**config.mk**
```make
export PLATFORM = sky130hd
export DESIGN_NAME = websocket_frame_deframer
export DESIGN_NICKNAME = d
export VERILOG_FILES = /design/src/design/wsd_pkg.sv /design/src/design/websocket_frame_deframer.sv /design/src/design/wsd_front.sv /design/src/design/wsd_queue.sv /design/src/design/wsd_back.sv
export SDC_FILE = /design/constraint.sdc
export NUM_CORES = 1
export LEC_CHECK = 0
export BUFFER_PORTS_ARGS = -buffer_cell sky130_fd_sc_hd__buf_4
export CAP_MARGIN = 20
export CORE_ASPECT_RATIO = 1.25
export CORE_MARGIN = 3
export CORE_UTILIZATION = 40
export CTS_CLUSTER_DIAMETER = 60
export CTS_CLUSTER_SIZE = 12
export DETAILED_ROUTE_END_ITERATION = 8
export PLACE_DENSITY = 0.64
export SLEW_MARGIN = 40
export SYNTH_ARGS = -nofsm -noshare
export SYNTH_HDL_FRONTEND = slang
export SYNTH_SLANG_ARGS = --single-unit
```
**constraint.sdc**
```tcl
create_clock -name clk -period 12.8 [get_ports clk]
set_input_delay 1.92 -clock clk [delete_from_list [all_inputs] [get_ports clk]]
set_output_delay 1.92 -clock clk [all_outputs]
set_load 0.01 [all_outputs]
```
**src/design/wsd_pkg.sv**
```systemverilog
// Shared types and constants for the WebSocket frame deframer.
`timescale 1ns / 1ps

package wsd_pkg;

    localparam logic [2:0] KIND_DATA      = 3'd0;
    localparam logic [2:0] KIND_SEND_PONG = 3'd1;
    localparam logic [2:0] KIND_PONG_SEEN = 3'd2;
    localparam logic [2:0] KIND_CLOSE     = 3'd3;
    localparam logic [2:0] KIND_BAD_OP    = 3'd4;
    localparam logic [2:0] KIND_TOO_LONG  = 3'd5;
    localparam logic [2:0] KIND_EMPTY     = 3'd6;

    localparam logic [3:0] OP_CONT  = 4'h0;
    localparam logic [3:0] OP_TEXT  = 4'h1;
    localparam logic [3:0] OP_BIN   = 4'h2;
    localparam logic [3:0] OP_CLOSE = 4'h8;
    localparam logic [3:0] OP_PING  = 4'h9;
    localparam logic [3:0] OP_PONG  = 4'hA;

    localparam logic [6:0] LEN_EXT16 = 7'd126;
    localparam logic [6:0] LEN_EXT64 = 7'd127;

    localparam logic [31:0] MAX_LEN_RESET = 32'h0004_0000;

    localparam int QUEUE_DEPTH = 4;
    localparam int QPTR_W      = $clog2(QUEUE_DEPTH);

    typedef enum logic [6:0] {
        PH_HDR0    = 7'b0000001,
        PH_HDR1    = 7'b0000010,
        PH_EXT16   = 7'b0000100,
        PH_EXT64HI = 7'b0001000,
        PH_EXT64LO = 7'b0010000,
        PH_MASK    = 7'b0100000,
        PH_PAYLOAD = 7'b1000000
    } wsd_phase_t;

    typedef struct packed {
        logic [2:0]  kind;
        logic [7:0]  data_byte;
        logic [3:0]  frame_opcode;
        logic        frame_last;
        logic        message_end;
        logic [31:0] message_length;
        logic [15:0] chunk_index;
    } wsd_rec_t;

    typedef struct packed {
        logic full;
        logic empty;
    } wsd_qstat_t;

endpackage

```
**src/design/websocket_frame_deframer.sv**
```systemverilog
// Top level of the WebSocket receive frame deframer.
// Usage:
//   s_tvalid/s_tready/s_tdata carry received socket bytes, one byte per beat.
//   The parser reads the two header bytes, any 16- or 64-bit extended length and
//   the mask key, then unmasks text, binary and continuation payload bytes.
//   m_tvalid/m_tready/m_tdata/m_tlast/m_tuser carry zero or one result per input
//   beat: tuser holds the kind, tlast the last byte, empty or control result of a frame.
//   cfg_valid/cfg_ready/cfg_data write the 64-bit-form length limit; cfg_ready
//   is always high. Write it only while no beat is in flight.
// Throughput: one byte per clock while the result queue is not full; the parser
//   settles each byte in combinational header and payload logic.
// A result is written into the queue, then into the output register that drives m_tvalid.
// Reset (rst_n low, asynchronous): parser waits for a first header byte, the
//   length limit returns to 262144 and the result queue empties.
// Stall: a four-entry queue and the output register absorb results while
//   m_tready is low; s_tready drops only when the queue is full.
// After a close frame, a bad opcode or a bad length every byte is accepted and
//   dropped until reset.
`timescale 1ns / 1ps

module websocket_frame_deframer
    import wsd_pkg::*;
#(
    parameter int CHUNK_BYTES = 256
)
(
    input  logic        clk,
    input  logic        rst_n,
    input  logic        s_tvalid,
    output logic        s_tready,
    input  logic [7:0]  s_tdata,   // [7:0] rx_byte
    output logic        m_tvalid,
    input  logic        m_tready,
    output logic [63:0] m_tdata,   // [7:0] data_byte, [11:8] frame_opcode, [12] message_end,
                                   // [44:13] message_length, [60:45] chunk_index
    output logic        m_tlast,
    output logic [7:0]  m_tuser,   // [2:0] kind
    input  logic        cfg_valid,
    output logic        cfg_ready,
    input  logic [31:0] cfg_data
);

    logic       accept;
    logic       rec_valid;
    wsd_rec_t   rec;
    wsd_rec_t   q_rdata;
    wsd_qstat_t q_stat;
    logic       q_pop;

    assign s_tready  = ~q_stat.full;
    assign cfg_ready = 1'b1;
    assign accept    = s_tvalid & s_tready;

    wsd_front #(
        .CHUNK_BYTES (CHUNK_BYTES)
    ) u_front (
        .clk       (clk),
        .rst_n     (rst_n),
        .accept    (accept),
        .rx_byte   (s_tdata),
        .cfg_write (cfg_valid & cfg_ready),
        .cfg_value (cfg_data),
        .rec_valid (rec_valid),
        .rec       (rec)
    );

    wsd_queue u_queue (
        .clk   (clk),
        .rst_n (rst_n),
        .push  (rec_valid),
        .wdata (rec),
        .pop   (q_pop),
        .rdata (q_rdata),
        .stat  (q_stat)
    );

    wsd_back u_back (
        .clk      (clk),
        .rst_n    (rst_n),
        .q_rdata  (q_rdata),
        .q_stat   (q_stat),
        .q_pop    (q_pop),
        .m_tvalid (m_tvalid),
        .m_tready (m_tready),
        .m_tdata  (m_tdata),
        .m_tlast  (m_tlast),
        .m_tuser  (m_tuser)
    );

endmodule

```
**src/design/wsd_front.sv**
```systemverilog
// Front end: header parser, unmasking and result classification per received byte.
`timescale 1ns / 1ps

module wsd_front
    import wsd_pkg::*;
#(
    parameter int CHUNK_BYTES = 256
)
(
    input  logic        clk,
    input  logic        rst_n,
    input  logic        accept,
    input  logic [7:0]  rx_byte,
    input  logic        cfg_write,
    input  logic [31:0] cfg_value,
    output logic        rec_valid,
    output wsd_rec_t    rec
);

    localparam int CB_W = $clog2(CHUNK_BYTES);
    localparam logic [CB_W-1:0] CB_LAST = CB_W'(CHUNK_BYTES - 1);
    localparam logic [31:0] CHUNK_LEN = 32'(CHUNK_BYTES);

    wsd_phase_t  phase_reg, phase_next;
    logic        stopped_reg, stopped_next;
    logic        fin_reg, fin_next;
    logic [3:0]  opcode_reg, opcode_next;
    logic        masked_reg, masked_next;
    logic [31:0] plen_reg, plen_next;
    logic [1:0]  hcnt_reg, hcnt_next;
    logic [31:0] key_reg, key_next;
    logic [31:0] pos_reg, pos_next;
    logic [31:0] msum_reg, msum_next;
    logic [15:0] chunk_reg, chunk_next;
    logic        chunked_reg, chunked_next;
    logic [CB_W-1:0] cbyte_reg, cbyte_next;
    logic [31:0] max_len_reg;

    always_comb
    begin
        logic [31:0] len_new;
        logic        len_done;
        logic        hd;
        logic        ctrl_end;
        logic        emit;
        logic        last;
        logic [7:0]  key_byte;
        logic [31:0] pos_inc;

        phase_next   = phase_reg;
        stopped_next = stopped_reg;
        fin_next     = fin_reg;
        opcode_next  = opcode_reg;
        masked_next  = masked_reg;
        plen_next    = plen_reg;
        hcnt_next    = hcnt_reg;
        key_next     = key_reg;
        pos_next     = pos_reg;
        msum_next    = msum_reg;
        chunk_next   = chunk_reg;
        chunked_next = chunked_reg;
        cbyte_next   = cbyte_reg;

        len_new  = plen_reg;
        len_done = 1'b0;
        hd       = 1'b0;
        ctrl_end = 1'b0;
        emit     = 1'b0;
        last     = 1'b0;
        key_byte = 8'd0;
        pos_inc  = pos_reg + 32'd1;

        rec.kind           = KIND_DATA;
        rec.data_byte      = 8'd0;
        rec.frame_opcode   = opcode_reg;
        rec.frame_last     = 1'b0;
        rec.message_end    = 1'b0;
        rec.message_length = 32'd0;
        rec.chunk_index    = 16'd0;

        unique case (phase_reg)
            PH_HDR0:
            begin
                fin_next    = rx_byte[7];
                opcode_next = rx_byte[3:0];
                phase_next  = PH_HDR1;
            end
            PH_HDR1:
            begin
                masked_next = rx_byte[7];
                hcnt_next   = 2'd0;
                plen_next   = 32'd0;
                if (rx_byte[6:0] == LEN_EXT16)
                begin
                    phase_next = PH_EXT16;
                end
                else if (rx_byte[6:0] == LEN_EXT64)
                begin
                    phase_next = PH_EXT64HI;
                end
                else
                begin
                    len_new  = {25'd0, rx_byte[6:0]};
                    len_done = 1'b1;
                end
            end
            PH_EXT16:
            begin
                len_new   = {16'd0, plen_reg[7:0], rx_byte};
                plen_next = len_new;
                hcnt_next = hcnt_reg + 2'd1;
                len_done  = (hcnt_reg == 2'd1);
            end
            PH_EXT64HI:
            begin
                plen_next = plen_reg | {24'd0, rx_byte};
                hcnt_next = hcnt_reg + 2'd1;
                if (hcnt_reg == 2'd3)
                begin
                    if (plen_next != 32'd0)
                    begin
                        stopped_next = 1'b1;
                        emit         = 1'b1;
                        rec.kind     = KIND_TOO_LONG;
                    end
                    else
                    begin
                        plen_next  = 32'd0;
                        hcnt_next  = 2'd0;
                        phase_next = PH_EXT64LO;
                    end
                end
            end
            PH_EXT64LO:
            begin
                len_new   = {plen_reg[23:0], rx_byte};
                plen_next = len_new;
                hcnt_next = hcnt_reg + 2'd1;
                if (hcnt_reg == 2'd3)
                begin
                    if (len_new > max_len_reg)
                    begin
                        stopped_next = 1'b1;
                        emit         = 1'b1;
                        rec.kind     = KIND_TOO_LONG;
                    end
                    else
                    begin
                        len_done = 1'b1;
                    end
                end
            end
            PH_MASK:
            begin
                key_next  = {key_reg[23:0], rx_byte};
                hcnt_next = hcnt_reg + 2'd1;
                if (hcnt_reg == 2'd3)
                begin
                    len_new = plen_reg;
                    hd      = 1'b1;
                end
            end
            PH_PAYLOAD:
            begin
                last     = (pos_inc == plen_reg);
                pos_next = pos_inc;
                if (opcode_reg > OP_BIN)
                begin
                    ctrl_end = last;
                end
                else
                begin
                    unique case (pos_reg[1:0])
                        2'd0: key_byte = key_reg[31:24];
                        2'd1: key_byte = key_reg[23:16];
                        2'd2: key_byte = key_reg[15:8];
                        2'd3: key_byte = key_reg[7:0];
                    endcase
                    emit               = 1'b1;
                    rec.kind           = KIND_DATA;
                    rec.data_byte      = masked_reg ? (rx_byte ^ key_byte) : rx_byte;
                    rec.frame_last     = last;
                    rec.message_end    = last & fin_reg;
                    rec.message_length = (last & fin_reg) ? msum_reg : 32'd0;
                    rec.chunk_index    = chunked_reg ? chunk_reg : 16'd0;
                    if (chunked_reg && (last || cbyte_reg == CB_LAST))
                    begin
                        chunk_next = chunk_reg + 16'd1;
                    end
                    cbyte_next = (cbyte_reg == CB_LAST) ? '0 : cbyte_reg + CB_W'(1);
                    if (last)
                    begin
                        phase_next = PH_HDR0;
                    end
                end
            end
        endcase

        if (len_done)
        begin
            plen_next = len_new;
            hcnt_next = 2'd0;
            if (masked_next)
            begin
                key_next   = 32'd0;
                phase_next = PH_MASK;
            end
            else
            begin
                hd = 1'b1;
            end
        end

        if (hd)
        begin
            chunked_next = (len_new > CHUNK_LEN) || (opcode_reg == OP_CONT);
            if (opcode_reg == OP_CONT)
            begin
                msum_next = msum_reg + len_new;
            end
            else if (opcode_reg == OP_TEXT || opcode_reg == OP_BIN)
            begin
                msum_next = len_new;
                if (chunked_next)
                begin
                    chunk_next = 16'd0;
                end
            end
            pos_next   = 32'd0;
            cbyte_next = '0;
            if (len_new == 32'd0)
            begin
                phase_next = PH_HDR0;
                if (opcode_reg <= OP_BIN)
                begin
                    emit               = 1'b1;
                    rec.kind           = KIND_EMPTY;
                    rec.frame_last     = 1'b1;
                    rec.message_end    = fin_reg;
                    rec.message_length = fin_reg ? msum_next : 32'd0;
                end
                else
                begin
                    ctrl_end = 1'b1;
                end
            end
            else
            begin
                phase_next = PH_PAYLOAD;
            end
        end

        if (ctrl_end)
        begin
            phase_next     = PH_HDR0;
            emit           = 1'b1;
            rec.frame_last = 1'b1;
            unique case (opcode_reg)
                OP_PING:  rec.kind = KIND_SEND_PONG;
                OP_PONG:  rec.kind = KIND_PONG_SEEN;
                OP_CLOSE: rec.kind = KIND_CLOSE;
                default:  rec.kind = KIND_BAD_OP;
            endcase
            if (rec.kind == KIND_CLOSE || rec.kind == KIND_BAD_OP)
            begin
                stopped_next = 1'b1;
            end
        end

        rec_valid = accept & ~stopped_reg & emit;
    end

    always_ff @(posedge clk or negedge rst_n)
    begin
        if (!rst_n)
        begin
            max_len_reg <= MAX_LEN_RESET;
        end
        else if (cfg_write)
        begin
            max_len_reg <= cfg_value;
        end
    end

    always_ff @(posedge clk or negedge rst_n)
    begin
        if (!rst_n)
        begin
            phase_reg   <= PH_HDR0;
            stopped_reg <= 1'b0;
            fin_reg     <= 1'b0;
            opcode_reg  <= 4'd0;
            masked_reg  <= 1'b0;
            plen_reg    <= 32'd0;
            hcnt_reg    <= 2'd0;
            key_reg     <= 32'd0;
            pos_reg     <= 32'd0;
            msum_reg    <= 32'd0;
            chunk_reg   <= 16'd0;
            chunked_reg <= 1'b0;
            cbyte_reg   <= '0;
        end
        else if (accept && !stopped_reg)
        begin
            phase_reg   <= phase_next;
            stopped_reg <= stopped_next;
            fin_reg     <= fin_next;
            opcode_reg  <= opcode_next;
            masked_reg  <= masked_next;
            plen_reg    <= plen_next;
            hcnt_reg    <= hcnt_next;
            key_reg     <= key_next;
            pos_reg     <= pos_next;
            msum_reg    <= msum_next;
            chunk_reg   <= chunk_next;
            chunked_reg <= chunked_next;
            cbyte_reg   <= cbyte_next;
        end
    end

endmodule

```
**src/design/wsd_queue.sv**
```systemverilog
// Short result queue between the parser and the output stage.
`timescale 1ns / 1ps

module wsd_queue
    import wsd_pkg::*;
(
    input  logic       clk,
    input  logic       rst_n,
    input  logic       push,
    input  wsd_rec_t   wdata,
    input  logic       pop,
    output wsd_rec_t   rdata,
    output wsd_qstat_t stat
);

    wsd_rec_t          mem_reg [QUEUE_DEPTH];
    logic [QPTR_W-1:0] wptr_reg, wptr_next;
    logic [QPTR_W-1:0] rptr_reg, rptr_next;
    logic [QPTR_W:0]   count_reg, count_next;

    assign stat.full  = (count_reg == (QPTR_W+1)'(QUEUE_DEPTH));
    assign stat.empty = (count_reg == '0);
    assign rdata      = mem_reg[rptr_reg];

    always_comb
    begin
        wptr_next  = push ? wptr_reg + QPTR_W'(1) : wptr_reg;
        rptr_next  = pop ? rptr_reg + QPTR_W'(1) : rptr_reg;
        count_next = count_reg + (QPTR_W+1)'(push) - (QPTR_W+1)'(pop);
    end

    always_ff @(posedge clk)
    begin
        if (push)
        begin
            mem_reg[wptr_reg] <= wdata;
        end
    end

    always_ff @(posedge clk or negedge rst_n)
    begin
        if (!rst_n)
        begin
            wptr_reg  <= '0;
            rptr_reg  <= '0;
            count_reg <= '0;
        end
        else
        begin
            wptr_reg  <= wptr_next;
            rptr_reg  <= rptr_next;
            count_reg <= count_next;
        end
    end

endmodule

```
**src/design/wsd_back.sv**
```systemverilog
// Back end: output register that drives the result stream.
`timescale 1ns / 1ps

module wsd_back
    import wsd_pkg::*;
(
    input  logic        clk,
    input  logic        rst_n,
    input  wsd_rec_t    q_rdata,
    input  wsd_qstat_t  q_stat,
    output logic        q_pop,
    output logic        m_tvalid,
    input  logic        m_tready,
    output logic [63:0] m_tdata,
    output logic        m_tlast,
    output logic [7:0]  m_tuser
);

    logic     valid_reg, valid_next;
    wsd_rec_t out_reg;

    assign q_pop = ~q_stat.empty & (~valid_reg | m_tready);

    always_comb
    begin
        valid_next = valid_reg;
        if (q_pop)
        begin
            valid_next = 1'b1;
        end
        else if (m_tready)
        begin
            valid_next = 1'b0;
        end
    end

    always_ff @(posedge clk or negedge rst_n)
    begin
        if (!rst_n)
        begin
            valid_reg <= 1'b0;
        end
        else
        begin
            valid_reg <= valid_next;
        end
    end

    always_ff @(posedge clk)
    begin
        if (q_pop)
        begin
            out_reg <= q_rdata;
        end
    end

    assign m_tvalid = valid_reg;
    assign m_tlast  = out_reg.frame_last;
    assign m_tuser  = {5'd0, out_reg.kind};
    assign m_tdata  = {3'd0, out_reg.chunk_index, out_reg.message_length,
                       out_reg.message_end, out_reg.frame_opcode, out_reg.data_byte};

endmodule

```
; ---- Word-level counts from Yosys, hierarchy flattened
; Memories as Yosys holds them, arrays and structs flattened. A register that Yosys moved wholly into a read port is not among the register bits.
; Index checks and enable logic that the tools add are counted.
[classes]
addsub = 9
n_lt_le_gt_ge = 4
eq_ne = 25
muxes = 103
bitwise = 12
reduce_logical = 23
[ops]
columns = cell, n
row1 = two-way mux 32 bit, 14
row2 = two-way mux 16 bit, 8
row3 = case mux 32 bit (4 select lines), 1
row4 = two-way mux 34 bit, 3
row5 = two-way mux 50 bit, 2
row6 = case mux 32 bit (3 select lines), 1
row7 = two-way mux 7 bit, 11
row8 = two-way mux 8 bit, 9
row9 = two-way mux 1 bit, 34
row10 = "adder 32 x 1 -> 32 bit, second input constant", 1
row11 = adder 32 bit, 1
row12 = equality test 32 bit, 1
row13 = greater-than comparator 32 bit, 1
row14 = "greater-than comparator 32 x 9 -> 1 bit, second input constant", 1
row15 = zero test 32 bit, 1
row16 = bitwise OR 32 x 8 -> 32 bit, 1
row17 = case mux 8 bit (4 select lines), 1
row18 = nonzero test 32 bit, 1
row19 = case mux 7 bit (4 select lines), 1
row20 = two-way mux 3 bit, 9
row21 = "equality test 7 bit, second input constant", 3
row22 = case mux 3 bit (3 select lines), 2
row23 = "adder 16 x 1 -> 16 bit, second input constant", 1
row24 = "equality test 4 bit, second input constant", 3
row25 = other kinds (40), 65
[word_totals]
ff_bits = 209
mem_bits_rw = 260
inputBits = 45
out_inout_bits = 76
word_cells = 195
n_memories = 1
[mem_list]
columns = name, words, width, rd, rd_ports_with_merged_regs, write_ports, line_no
row1 = u_queue.mem_reg, 4, 65, 1, 1, 1, wsd_queue.sv:16  ; wsd_rec_t mem_reg [QUEUE_DEPTH];

; ---- Longest topological paths before layout
[depth]
ltp_word = 12
ltp_mapped = 20

; ---- Cells and area by module
; Synthesis repeated with hierarchy kept, for this count alone.
[unflattened]
hier_cells = 2241
hier_area_um2 = 26133.8
[modules_own_cells]
columns = mod, n_inst, cells_each, area_per_inst_um2, seq_area_each_um2
row1 = wsd_front, 1, 1784, 14242.4, 5032.3
row2 = wsd_queue, 1, 374, 9804.4, 7982.7
row3 = wsd_back, 1, 79, 2065.7, 1976.9
row4 = websocket_frame_deframer, 1, 4, 21.3, 0.0

; ---- Worst setup path after synthesis
; OpenSTA, ideal clock, no wires.
[synth_timing]
path_type = in2reg
startpoint = in s_tdata[4]
endpoint = mem u_queue.mem_reg[0][0] (netlist bit) (enable)
setup_ns = 0.489
arrival_time_ns = 6.754
t_required_ns = 12.311
setup_slack_ns = 5.557
path_stages = 10
n_path_buf = 2
path_cell_list = clkbuf_1 -> and4_1 -> nand3_1 -> a221oi_2 -> a21oi_1 -> nor4_2 -> and4_1 -> buf_2 -> o31ai_4 -> nor2_1
[synth_between]
elab_chain_len = 12
word_cells_on_any_way = 29
[synth_rtl]
columns = element, line_no
row1 = from (decl), websocket_frame_deframer.sv:31  ; input logic [7:0] s_tdata,
row2 = "parallel branches: the longest is 8 deep, another holds greater-than comparator 32 bit", n/a
row3 = two-way mux 1 bit (*), wsd_front.sv:253  ; if (ctrl_end)
row4 = AND 1 bit (*), wsd_front.sv:270  ; rec_valid = accept & ~stopped_reg & emit;
row5 = two-way mux 1 bit (*), wsd_queue.sv:34  ; if (push)
row6 = two-way mux 1 bit (implied by the code) (*), wsd_queue.sv:36  ; mem_reg[wptr_reg] <= wdata;
row7 = to (decl), wsd_queue.sv:16
; Every way passes the cells marked *.

; ---- Worst setup path after layout
[layout_timing]
startpoint = in s_tdata[6]
endpoint = reg u_front.msum_reg[31]
[layout_between]
elab_chain_len = 6
word_cells_on_any_way = 16
[layout_rtl]
columns = element, line_no
row1 = equality test 7 bit / greater-than comparator 32 bit (equally long branches), "wsd_front.sv:97, wsd_front.sv:141"
row2 = "two-way mux 32 bit, or another cell as far along", wsd_front.sv:97  ; else if (rx_byte[6:0] == LEN_EXT64)
row3 = "two-way mux 32 bit, or another cell as far along", wsd_front.sv:93  ; if (rx_byte[6:0] == LEN_EXT16)
row4 = case mux 32 bit (3 select lines) / case mux 1 bit (3 select lines) (equally long branches), wsd_front.sv:81  ; unique case (phase_reg)
row5 = "adder 32 bit, or another cell as far along", wsd_front.sv:219  ; msum_next = msum_reg + len_new;
row6 = two-way mux 32 bit / AND reduction 2 bit (equally long branches), n/a
row7 = to (signal assigned), wsd_front.sv:314  ; msum_reg <= msum_next;
row8 = to (decl), wsd_front.sv:33  ; logic [31:0] msum_reg, msum_next;
; Several ways; a longest one is shown, not always the timed one.
; A chain may end at the register's enable or synchronous reset.

==> results by group <==
Status
  – Status: completed

Logic synthesis
  – Syn_area_per_cell: 11.74 um2
  – Ys flop type: edfxtp_1
  – Synthesis-stage register bit count: 534
  – Cell area after synthesis: 26,280 um2
  – Mapped Cells: 2,238
  – Synthesis Warnings: 0
  – Post-synth cell types: 90
  – Ys async rst share: 39.14%
  – Number of synthesized flops with an enable pin: 325
  – Sequential share of the synthesized area: 57.04%

Hold path
  – Hold Path Origin: u_front.chunked_reg
  – Hold Path Class: flip-flop to flip-flop
  – WHS Path Cells: 2
  – Hold worst-path end: u_front.chunked_reg

Placement
  – RD Place Congestion: 0.9213
  – Dpl cell area: 27,930 um2
  – Post-Place Setup Slack: 6.209 ns
  – IO Port Bufs: 111
  – HPWL Detailed: 46.83 mm

Timing
  – Setup TNS: 0 ns
  – Worst hold margin: 0.4682 ns
  – Max Clock Skew: 0.02873 ns
  – Final setup vio count: 0
  – RSZ-0062 raised after global routing: false
  – Final hold vios: 0
  – FMAX: 163.6 MHz
  – Max-slew violations: 0
  – Relative slew slack: 41.58%
  – Fin crit share: 47.76%
  – Worst Tran Pin Value: 0.8722 ns
  – Final WS setup: 6.687 ns
  – Tmin final: 6.113 ns

Floorplanning
  – Row count: 104
  – Die height: 292.6 um
  – Die X: 235.3 um
  – I/O pins: 121
  – Starting Density: 40.64%
  – Die ar.: 68,840 um2
  – CORE AREA: 64,670 um2

Worst setup path
  – Worst r2r path cells: 17
  – Worst path max stage delay: 0.55 ns
  – Buf/Inv on CP: 2
  – Max FO, Critical Path: 12
  – R2r endpoint: u_queue.mem_reg[2][38]
  – R2r startpoint: u_front.phase_reg[5]
  – Crit path kind: primary input to flip-flop
  – CP Capture Type: flip-flop
  – CP required: 13.29 ns
  – CP top delay family: compound AO/OA/AOI/OAI gates
  – Crit start category: primary input
  – Setup slack, reg-to-reg: 7.17 ns
  – Max stage delay cell, worst path: o41ai_1
  – CP arrival: 6.60 ns
  – Critical-path cell list: buf_4 > and4_1 > nand3_1 > a221o_1 > o22ai_1 > inv_1 > ha_1 > a211oi_1 > o21ai_0 > nand2_1 > o211ai_1 > a21oi_1 > o22ai_1 > o41ai_1 > xnor2_1 > a31o_2 > a211oi_1

Clock tree
  – Reg clk slew, reported paths: 0.06 ns
  – Post CTS Setup Buffer Count: 0
  – Clock sink count: 534
  – H-tree levels: 2
  – Clk buf depth: 3
  – TritonCTS clock tree: built
  – Clk_lat worst skew: 0.61 ns
  – Num CTS Buffers: 54
  – Post-CTS resize count: 0
  – Clock root cell: clkbuf_16
  – Hold_buf cts: 0

Final layout
  – Layout cells sized above 1: 14.26%
  – Filler cell count: 5,814
  – Nets@finish: 2,428
  – Design Area, Final: 29,630 um2
  – Fin util: 45.82%
  – Sequential Area: 15,000 um2
  – Syn-to-layout area delta: 12.75%
  – Multi-input gate area: 10,570 um2
  – Max reg flops: 260
  – N_diodes: 0

Global route
  – Vias in the first global route: 18,290
  – Largest net degree at the start of global routing: 82
  – Grt ovf: 0
  – First-pass GRT wire length: 106.0 mm
  – Antenna violations before repair: 2
  – Total track usage: 19.34%

Detailed routing
  – DRT Wirelength: 67.53 mm
  – DRC: 0
  – Final ANT Viol Nets: 0
  – DR pass1 iterations: 7
  – Vias per cell: 5.725
  – Routed length per placed instance: 21.12 um
  – Via count: 18,300
  – Drt initial violations: 1,393

Pwr
  – Max rail drop VDD: 115.5 uV
  – Power per Cell Area: 128.4 nW/um2
  – P_leak: 11.21 nW

Flow run
  – Max-Cap Viols: 0
-- Yosys cell counts, drive strengths merged, types with 5 or more instances --
| cell | number | area, um2 |
|---|---|---|
| a2111oi | 5 | 43.79 |
| a211o | 5 | 43.79 |
| a211oi | 9 | 67.56 |
| a21boi | 6 | 45.04 |
| a21o | 21 | 157.7 |
| a21oi | 104 | 524.3 |
| a222oi | 11 | 110.1 |
| a22o | 43 | 376.6 |
| a22oi | 5 | 42.54 |
| a31oi | 23 | 143.9 |
| and2 | 26 | 162.7 |
| and3 | 30 | 187.7 |
| and4 | 12 | 105.1 |
| buf | 38 | 219.0 |
| clkbuf | 95 | 357.8 |
| dfrtp | 207 | 5180 |
| edfxtp | 325 | 9759 |
| ha | 77 | 963.4 |
| inv | 73 | 274.0 |
| mux2 | 15 | 168.9 |
| mux2i | 17 | 170.2 |
| mux4 | 65 | 1464 |
| nand2 | 301 | 1130 |
| nand2b | 19 | 118.9 |
| nand3 | 43 | 215.2 |
| nand3b | 6 | 45.04 |
| nand4 | 33 | 212.7 |
| nor2 | 95 | 356.6 |
| nor2b | 7 | 43.79 |
| nor3 | 23 | 136.4 |
| nor4 | 23 | 177.7 |
| o211ai | 22 | 165.2 |
| o21a | 11 | 82.58 |
| o21ai | 227 | 1136 |
| o21bai | 6 | 45.04 |
| o22ai | 12 | 75.07 |
| o31ai | 19 | 156.4 |
| o41ai | 9 | 86.34 |
| or2 | 6 | 37.54 |
| or3 | 8 | 50.05 |
| or4 | 13 | 101.4 |
| xnor2 | 53 | 464.2 |
| xor2 | 32 | 280.3 |
-- placed cells by master (no fill, tap or decap), types with 30 or more instances in the layout --
cell type	n
nand4_1	32
buf_4	127
nand2_1	299
nor2_1	85
and3_1	30
xnor2_1	53
xor2_1	32
a21oi_1	102
ha_1	77
mux4_2	65
clkbuf_16	54
a22o_1	43
edfxtp_1	325
dfrtp_1	205
o21ai_0	218
clkbuf_1	31
inv_1	73
nand3_1	42
-- layout make-up --
cell class,count,area share (%)
sequential,534,50.61
multi-input combinational,1505,35.68
clock buffer,88,5.092
timing repair buffer,136,3.623
tap,848,3.580
inverter,73,0.9247
clock inverter,13,0.4940
-- report_power, final --
| group | switching [W] | internal, W |
|---|---|---|
| clock | 0.000656 | 0.000831 |
| sequential | 0.0000502 | 0.00188 |
| combinational | 0.000215 | 0.000168 |
| total | 0.000921 | 0.00288 |
-- how the worst max path moves through the flow --
stage	from	endpoint	slack, ns	cells past startpoint
3_3_place_gp	s_tdata[6]	u_queue.mem_reg[0][33]	6.39	17
6_report	s_tdata[6]	u_front.msum_reg[31]	6.69	17
4_1_cts	s_tdata[6]	u_queue.mem_reg[1][33]	6.82	17
2_1_floorplan	s_tdata[4]	u_queue.mem_reg[0][0]	5.56	10
3_5_place_dp	s_tdata[6]	u_queue.mem_reg[1][33]	6.21	17
5_1_grt	s_tdata[6]	u_front.msum_reg[31]	6.40	17
-- stage by stage --
stage | instances | total power [W]
floorplan | 2245 | 0.002216
global placement | 3095 | 0.002356
detailed placement | 3095 | 0.002365
CTS | 3196 | 0.003864
global route | 3197 | 0.003962
finish | 3197 | 0.003804
-- worst register-to-register path: stages (launching register included) --
cell and delay [ns]:
dfrtp_1 0.47, or4_4 0.62, nor4b_4 0.22, buf_4 0.31
a21o_1 0.48, nand2_1 0.23, nand2_1 0.18, ha_1 0.33
a21oi_1 0.20, o21ai_0 0.17, a2111oi_0 0.49, o21ai_0 0.22
nand2b_1 0.18, a21oi_1 0.21, o21ai_0 0.21, xor2_1 0.19
a222oi_1 0.34, o21ai_0 0.26
-- routing by layer --
| layer | vias up | share of wire (%) | global-route usage, % |
|---|---|---|---|
| li1 | 8521 | - | - |
| met1 | 9082 | 42 | 24.70 |
| met2 | 576 | 50 | 33.46 |
| met3 | 120 | 5.5 | 3.447 |
| met4 | 4 | 3.0 | 6.428 |
| met5 | - | 0.046 | 0 |
-- cell families (layout without fill, tap and decap cells) --
group,Yosys count,after routing,share of synthesized area (%)
compound gates,576,576,13.92
simple gates,659,659,12.26
flops,534,534,57.04
mux,97,97,6.860
other cells,2,9,0.02857
buf+inv,206,310,3.237
fa+ha+maj,79,79,3.818
xor+xnor,85,85,2.833
Power figures use the tool's default switching activity.
